**src/hw/rtl/ptw_pkg.sv**
```systemverilog
package ptw_pkg;

   localparam int VaWidth    = 48;
   localparam int EntryWidth = 32;
   localparam int AddrWidth  = 32;
   localparam int IndexWidth = 9;

   localparam logic OP_START    = 1'b0;
   localparam logic OP_RESPONSE = 1'b1;

   localparam logic KIND_READ = 1'b0;
   localparam logic KIND_DONE = 1'b1;

   localparam logic [1:0] LEVEL_PML4 = 2'd0;
   localparam logic [1:0] LEVEL_PDPT = 2'd1;
   localparam logic [1:0] LEVEL_PD   = 2'd2;
   localparam logic [1:0] LEVEL_PT   = 2'd3;

   localparam int LargePageBit = 7;

   typedef struct packed {
      logic                  opcode;
      logic [VaWidth-1:0]    virtual_address;
      logic [EntryWidth-1:0] entry_data;
   } item_type;

   typedef struct packed {
      logic                 valid;
      logic                 kind;
      logic [AddrWidth-1:0] address;
   } result_type;

   typedef struct packed {
      logic       busy;
      logic [1:0] level;
   } status_type;

   function automatic logic [AddrWidth-1:0] entry_addr(
      input logic [EntryWidth-1:0] frame,
      input logic [IndexWidth-1:0] idx
   );
      return {frame[31:12], idx, 3'b000};
   endfunction

endpackage

```
**src/hw/rtl/ptw_input_stage.sv**
```systemverilog
module ptw_input_stage (
   input  logic              clock,
   input  logic              reset,
   input  logic              accept,
   input  logic              advance,
   input  ptw_pkg::item_type item,
   output logic              stage_valid,
   output ptw_pkg::item_type stage_item
);

   logic              valid_ff;
   logic              valid_in;
   ptw_pkg::item_type item_ff;

   always_comb begin
      valid_in = valid_ff;
      if (accept) begin
         valid_in = 1'b1;
      end else if (advance) begin
         valid_in = 1'b0;
      end
   end

   always_ff @(posedge clock) begin
      if (reset) begin
         valid_ff <= 1'b0;
      end else begin
         valid_ff <= valid_in;
      end
   end

   always_ff @(posedge clock) begin
      if (accept) begin
         item_ff <= item;
      end
   end

   assign stage_valid = valid_ff;
   assign stage_item  = item_ff;

endmodule

```
**src/hw/rtl/ptw_walk_core.sv**
```systemverilog
module ptw_walk_core (
   input  logic                     clock,
   input  logic                     reset,
   input  logic                     csr_write_enable,
   input  logic [31:0]              csr_write_data,
   input  logic                     stage_valid,
   input  ptw_pkg::item_type        stage_item,
   input  logic                     advance,
   output ptw_pkg::result_type      result,
   output ptw_pkg::status_type      status
);

   logic [31:0] table_base_ff;
   logic [47:0] saved_address_ff;
   logic [47:0] saved_address_in;
   logic [1:0]  walk_level_ff;
   logic [1:0]  walk_level_in;
   logic        walk_busy_ff;
   logic        walk_busy_in;
   ptw_pkg::result_type res;

   always_comb begin
      saved_address_in = saved_address_ff;
      walk_level_in    = walk_level_ff;
      walk_busy_in     = walk_busy_ff;
      res.valid        = 1'b0;
      res.kind         = ptw_pkg::KIND_READ;
      res.address      = '0;
      if (stage_valid) begin
         if (stage_item.opcode == ptw_pkg::OP_START) begin
            if (!walk_busy_ff) begin
               saved_address_in = stage_item.virtual_address;
               walk_level_in    = ptw_pkg::LEVEL_PML4;
               walk_busy_in     = 1'b1;
               res.valid        = 1'b1;
               res.address      = ptw_pkg::entry_addr(table_base_ff,
                                     stage_item.virtual_address[47:39]);
            end
         end else if (walk_busy_ff) begin
            res.valid = 1'b1;
            unique case (walk_level_ff)
               ptw_pkg::LEVEL_PML4: begin
                  walk_level_in = ptw_pkg::LEVEL_PDPT;
                  res.address   = ptw_pkg::entry_addr(stage_item.entry_data,
                                     saved_address_ff[38:30]);
               end
               ptw_pkg::LEVEL_PDPT: begin
                  walk_level_in = ptw_pkg::LEVEL_PD;
                  res.address   = ptw_pkg::entry_addr(stage_item.entry_data,
                                     saved_address_ff[29:21]);
               end
               ptw_pkg::LEVEL_PD: begin
                  if (stage_item.entry_data[ptw_pkg::LargePageBit]) begin
                     walk_level_in = ptw_pkg::LEVEL_PML4;
                     walk_busy_in  = 1'b0;
                     res.kind      = ptw_pkg::KIND_DONE;
                     res.address   = {stage_item.entry_data[31:21],
                                      saved_address_ff[20:0]};
                  end else begin
                     walk_level_in = ptw_pkg::LEVEL_PT;
                     res.address   = ptw_pkg::entry_addr(stage_item.entry_data,
                                        saved_address_ff[20:12]);
                  end
               end
               default: begin
                  walk_level_in = ptw_pkg::LEVEL_PML4;
                  walk_busy_in  = 1'b0;
                  res.kind      = ptw_pkg::KIND_DONE;
                  res.address   = {stage_item.entry_data[31:12],
                                   saved_address_ff[11:0]};
               end
            endcase
         end
      end
   end

   always_ff @(posedge clock) begin
      if (reset) begin
         table_base_ff    <= '0;
         saved_address_ff <= '0;
         walk_level_ff    <= ptw_pkg::LEVEL_PML4;
         walk_busy_ff     <= 1'b0;
      end else begin
         if (csr_write_enable) begin
            table_base_ff <= csr_write_data;
         end
         if (advance) begin
            saved_address_ff <= saved_address_in;
            walk_level_ff    <= walk_level_in;
            walk_busy_ff     <= walk_busy_in;
         end
      end
   end

   assign result       = res;
   assign status.busy  = walk_busy_ff;
   assign status.level = walk_level_ff;

endmodule

```
**src/hw/rtl/ptw_output_stage.sv**
```systemverilog
module ptw_output_stage (
   input  logic                clock,
   input  logic                reset,
   input  logic                advance,
   input  ptw_pkg::result_type result,
   input  logic                rsp_stall,
   output logic                rsp_valid,
   output logic                rsp_result_kind,
   output logic [31:0]         rsp_address
);

   logic        valid_ff;
   logic        valid_in;
   logic        load;
   logic        kind_ff;
   logic [31:0] address_ff;

   assign load = advance && result.valid;

   always_comb begin
      valid_in = valid_ff;
      if (load) begin
         valid_in = 1'b1;
      end else if (valid_ff && !rsp_stall) begin
         valid_in = 1'b0;
      end
   end

   always_ff @(posedge clock) begin
      if (reset) begin
         valid_ff <= 1'b0;
      end else begin
         valid_ff <= valid_in;
      end
   end

   always_ff @(posedge clock) begin
      if (load) begin
         kind_ff    <= result.kind;
         address_ff <= result.address;
      end
   end

   assign rsp_valid       = valid_ff;
   assign rsp_result_kind = kind_ff;
   assign rsp_address     = address_ff;

endmodule

```
**src/hw/rtl/page_table_walker.sv**
```systemverilog
// Channel   Direction  Handshake             Payload
// req_      in         req_valid/req_stall   opcode, virtual_address, entry_data
// rsp_      out        rsp_valid/rsp_stall   result_kind, address
// csr_      in         csr_write_enable      write_data (table base)
//
// An item passes through an input register and then a result register, and
// one item is taken every cycle unless a stalled result is held.
// Items that cause no result still pass through the input register.
// Synchronous active-high reset empties both registers and leaves the walker idle.
// A stall on the result side holds the result register and, once the input
// register is full, raises req_stall in the same cycle.
module page_table_walker (
   input  logic        clock,
   input  logic        reset,
   input  logic        req_valid,
   output logic        req_stall,
   input  logic        req_opcode,
   input  logic [47:0] req_virtual_address,
   input  logic [31:0] req_entry_data,
   output logic        rsp_valid,
   input  logic        rsp_stall,
   output logic        rsp_result_kind,
   output logic [31:0] rsp_address,
   input  logic        csr_write_enable,
   input  logic [31:0] csr_write_data
);

   ptw_pkg::item_type   req_item;
   ptw_pkg::item_type   stage_item;
   ptw_pkg::result_type result;
   ptw_pkg::status_type status;
   logic                stage_valid;
   logic                advance;
   logic                accept;

   assign req_item.opcode          = req_opcode;
   assign req_item.virtual_address = req_virtual_address;
   assign req_item.entry_data      = req_entry_data;

   assign advance   = stage_valid && (!rsp_valid || !rsp_stall);
   assign req_stall = stage_valid && !advance;
   assign accept    = req_valid && !req_stall;

   ptw_input_stage u_input (
      .clock       (clock),
      .reset       (reset),
      .accept      (accept),
      .advance     (advance),
      .item        (req_item),
      .stage_valid (stage_valid),
      .stage_item  (stage_item)
   );

   ptw_walk_core u_core (
      .clock            (clock),
      .reset            (reset),
      .csr_write_enable (csr_write_enable),
      .csr_write_data   (csr_write_data),
      .stage_valid      (stage_valid),
      .stage_item       (stage_item),
      .advance          (advance),
      .result           (result),
      .status           (status)
   );

   ptw_output_stage u_output (
      .clock           (clock),
      .reset           (reset),
      .advance         (advance),
      .result          (result),
      .rsp_stall       (rsp_stall),
      .rsp_valid       (rsp_valid),
      .rsp_result_kind (rsp_result_kind),
      .rsp_address     (rsp_address)
   );

`ifndef SYNTHESIS
   // An idle walker always waits at the top level.
   assert property (@(posedge clock) disable iff (reset)
      !status.busy |-> status.level == ptw_pkg::LEVEL_PML4)
      else $error("idle walker not at top level");

   // A finished translation leaves the walker idle.
   assert property (@(posedge clock) disable iff (reset)
      advance && result.valid && result.kind == ptw_pkg::KIND_DONE |=> !status.busy)
      else $error("walker still busy after finishing");

   // A start moves the walker to busy at the top level.
   assert property (@(posedge clock) disable iff (reset)
      advance && result.valid && stage_item.opcode == ptw_pkg::OP_START
      |=> status.busy && status.level == ptw_pkg::LEVEL_PML4)
      else $error("start did not begin a walk");

   // The input side stalls only behind a held item.
   assert property (@(posedge clock) disable iff (reset)
      req_stall |-> stage_valid && rsp_valid)
      else $error("stall without a held item");
`endif

endmodule

```
**config.mk**
```make
export PLATFORM = sky130hd
export DESIGN_NAME = page_table_walker
export DESIGN_NICKNAME = d
export VERILOG_FILES = /design/src/hw/rtl/ptw_pkg.sv /design/src/hw/rtl/ptw_input_stage.sv /design/src/hw/rtl/ptw_walk_core.sv /design/src/hw/rtl/ptw_output_stage.sv /design/src/hw/rtl/page_table_walker.sv
export SDC_FILE = /design/constraint.sdc
export NUM_CORES = 1
export LEC_CHECK = 0
export ABC_AREA = 1
export BUFFER_PORTS_ARGS = -buffer_cell sky130_fd_sc_hd__buf_2
export CAP_MARGIN = 40
export CELL_PAD_IN_SITES_DETAIL_PLACEMENT = 1
export CELL_PAD_IN_SITES_GLOBAL_PLACEMENT = 2
export CORE_UTILIZATION = 30
export DETAILED_ROUTE_END_ITERATION = 7
export GPL_ROUTABILITY_DRIVEN = 0
export PLACE_DENSITY_LB_ADDON = 0.1
export SYNTH_ARGS = -nofsm -noshare
export SYNTH_HDL_FRONTEND = slang
export SYNTH_SLANG_ARGS = --single-unit
```
**constraint.sdc**
```tcl
create_clock -name clock -period 2.3 [get_ports clock]
set_input_delay 0 -clock clock [delete_from_list [all_inputs] [get_ports clock]]
set_output_delay 0 -clock clock [all_outputs]
set_load 0.02 [all_outputs]
```
==> impl_metrics.py <==
metrics = {
    "clocking": {
        "cts_made_buffers": 17,
        "cts_buffer_depth": 2,
        "cts_sinks": 167,
        "insertion_delay_ns": 0.43,
        "clkSlewWorstSetupHoldPaths_ns": 0.07,
        "cts_tree": "built",
        "postCtsHoldBufs": 92,
        "post_cts_buffers": 0,
        "clockRootBuffer": "clkbuf_16",
        "cts_resized": 0,
        "ctsHtreeMaxLevel": 4,
    },
    "grt": {
        "grt_pass1_wl_microns": 26500,
        "antenna_found_initial": 0,
        "grt_pass1_vias": 5086,
        "grt_max_degree": 44,
        "track_usage_pct": 16.2,
        "grt_overflow": 0,
    },
    "status": {
        "status": "completed",
    },
    "route": {
        "drtPass1Iterations": 4,
        "wire_per_inst_microns": 15.3,
        "wl_microns": 16500,
        "vias": 4814,
        "viasPerCell": 4.45,
        "ant_nets": 0,
        "drt_drc_violations_left": 0,
        "drtIter0Drc": 147,
    },
    "timing": {
        "slew_violations": 0,
        "worst_pin_slew_ns": 0.714,
        "max_freq_mhz": 526,
        "holdWs_ns": 0.0869,
        "setup_violations": 0,
        "finalHoldViolCount": 0,
        "min_period_ns": 1.90,
        "final.setup_skew_ns": 0.0115,
        "rsz0062_at_grt": "false",
        "finalSetupTns_ns": 0,
        "setup_ws_ns": 0.398,
        "post-route-period-util_pct": 82.7,
        "slew_headroom_pct": 52.3,
    },
    "finish": {
        "layout_commonest_cell": "buf_2",
        "multi_input_area_sq_um": 1600,
        "fill_cells": 2243,
        "n_antenna_cell": 0,
        "nets": 918,
        "final-seq-area_sq_um": 4380,
        "area_growth_pct": 39.4,
        "final_cell_mix": "buf_2 (129), nand2_1 (121), edfxtp_1 (103)",
        "drive_gt1_share_pct": 22.8,
    },
    "synthesis": {
        "synth_top_area_share_pct": 49.3,
        "syn-num-nets": 700,
        "synth-seq-cells": 167,
        "yosysTopAreaCell": "edfxtp_1",
        "synth_compound_gate_area_share_pct": 7.68,
        "synth_area_sq_um": 6270,
        "seq_area_frac_synth_pct": 69.7,
        "synth_cell_type_count": 22,
        "syn_inst": 581,
        "synth_area_leaders": "edfxtp_1 (49%), dfxtp_1 (20%), nand2_1 (7.2%)",
        "ys_warn_count": 0,
        "syn_area_per_cell_sq_um": 10.8,
        "synthXorXnorAreaFrac_pct": 0,
        "synth_top_family_by_area": "simple AND/OR/NAND/NOR gates",
        "synth-adder-area-share_pct": 0.199,
        "synthSimpleGateAreaFrac_pct": 17.5,
        "synthMuxAreaShare_pct": 0,
    },
    "worst_hold_path": {
        "holdPathEnd": "u_core.table_base_ff[31]",
        "min_path_type": "in -> reg",
        "holdCritStartpoint": "csr_write_enable",
        "whs_path_depth": 3,
    },
    "die": {
        "ioPinCount": 153,
        "die_h_microns": 147,
        "coreArea_sq_um": 20400,
        "dieArea_sq_um": 21500,
        "rows": 52,
        "die_width_microns": 147,
        "initial_utilization_pct": 30.8,
    },
    "worst_setup_path": {
        "r2r_end": "u_output.rsp_address[14]",
        "ff2ff_path_depth": 4,
        "end_kind": "flip-flop",
        "startpoint_type": "flip-flop",
        "critPathKind": "reg -> reg",
        "cp.arrival_ns": 2.08,
        "cp_max_fo": 16,
        "rr_startpoint": "u_core.walk_level_ff[0]",
        "reg2reg_setup_slack_ns": 0.40,
        "startpoint": "u_core.walk_level_ff[0]",
        "required_ns": 2.47,
    },
    "place": {
        "io_buffer_count": 129,
        "dpl_worst_slack_ns": 0.394,
        "hpwl_microns": 11000,
    },
    "pwr": {
        "ir_drop_mv": 0.461,
        "p_per_area_nw_per_um2": 784,
        "finalPower_mw": 6.85,
        "leakage_nw": 3.53,
    },
    "flow_run": {
        "cap_viol_max_count": 0,
    },
}
[state kept, by name, indices dropped and copies added (netlist names)]
| signal | count |
|---|---|
| u_core.saved_address_ff | 39 |
| u_core.table_base_ff | 20 |
| u_core.walk_busy_ff | 1 |
| u_core.walk_level_ff | 2 |
| u_input.stage_item | 70 |
| u_input.stage_valid | 1 |
| u_output.rsp_address | 32 |
| u_output.rsp_result_kind | 1 |
| u_output.rsp_valid | 1 |
[metal layers]
layer  up-vias  GRT usage [%]  wire (microns)
li1       2410              -               -
met1      2275           20.2            7550
met2       110           27.3            8130
met3        19           3.53             604
met4         0           6.04             260
met5         -              0               0
[stage by stage]
stage / std cells / cell area (sq um) / utilization (%)
floorplan: 581 / 6290 / -
global placement: 958 / 7200 / 35.4
detailed placement: 958 / 7200 / 35.4
CTS: 1082 / 8740 / 42.9
global route: 1082 / 8740 / 42.9
finish: 1082 / 8740 / 42.9
[synth_stat cells, drive strengths merged]
library cell  count
o21ai            33
dfxtp            64
a21oi            44
buf              20
nor2             68
clkinv            1
nand3            66
nand2           125
nor3              1
a22o             11
clkbuf           12
edfxtp          103
ha                1
inv              32
[critical path, cell delays in order (launching register included)]
cell and delay (ns):
dfxtp_1 0.53, nor2_2 0.50, inv_1 0.27, o21ai_1 0.26
nand2_1 0.09
[where the power goes]
group | switching, mW | internal, mW
clock | 1.26 | 1.73
sequential | 0.0610 | 3.32
combinational | 0.252 | 0.238
total | 1.57 | 5.29
[how the worst max path moves through the flow]
stage / endpoint / slack (ns) / cells past startpoint
6_report: u_output.rsp_address[14] / 0.40 / 4
2_1_floorplan: u_input.stage_item[12] / 0.04 / 5
3_5_place_dp: u_output.rsp_address[18] / 0.39 / 4
3_3_place_gp: u_output.rsp_address[20] / 0.46 / 4
5_1_grt: u_output.rsp_address[18] / 0.21 / 4
4_1_cts: u_output.rsp_address[18] / 0.38 / 4
[layout make-up]
class                   instances  share of cell area [%]
flip-flops and latches        167                    50.0
repair buffers                231                    19.2
multi-input cells             349                    18.3
clock buffers                  19                    5.31
well taps                     270                    3.86
clock inverters                13                    1.79
inverters                      33                    1.46
[cell families (layout without fill, tap and decap cells)]
| group | count (synthesis) | after routing |
|---|---|---|
| compound gates | 88 | 88 |
| fa+ha+maj | 1 | 1 |
| buf+inv | 65 | 296 |
| flops | 167 | 167 |
| simple gates | 260 | 260 |
Power figures use the tool's default switching activity.
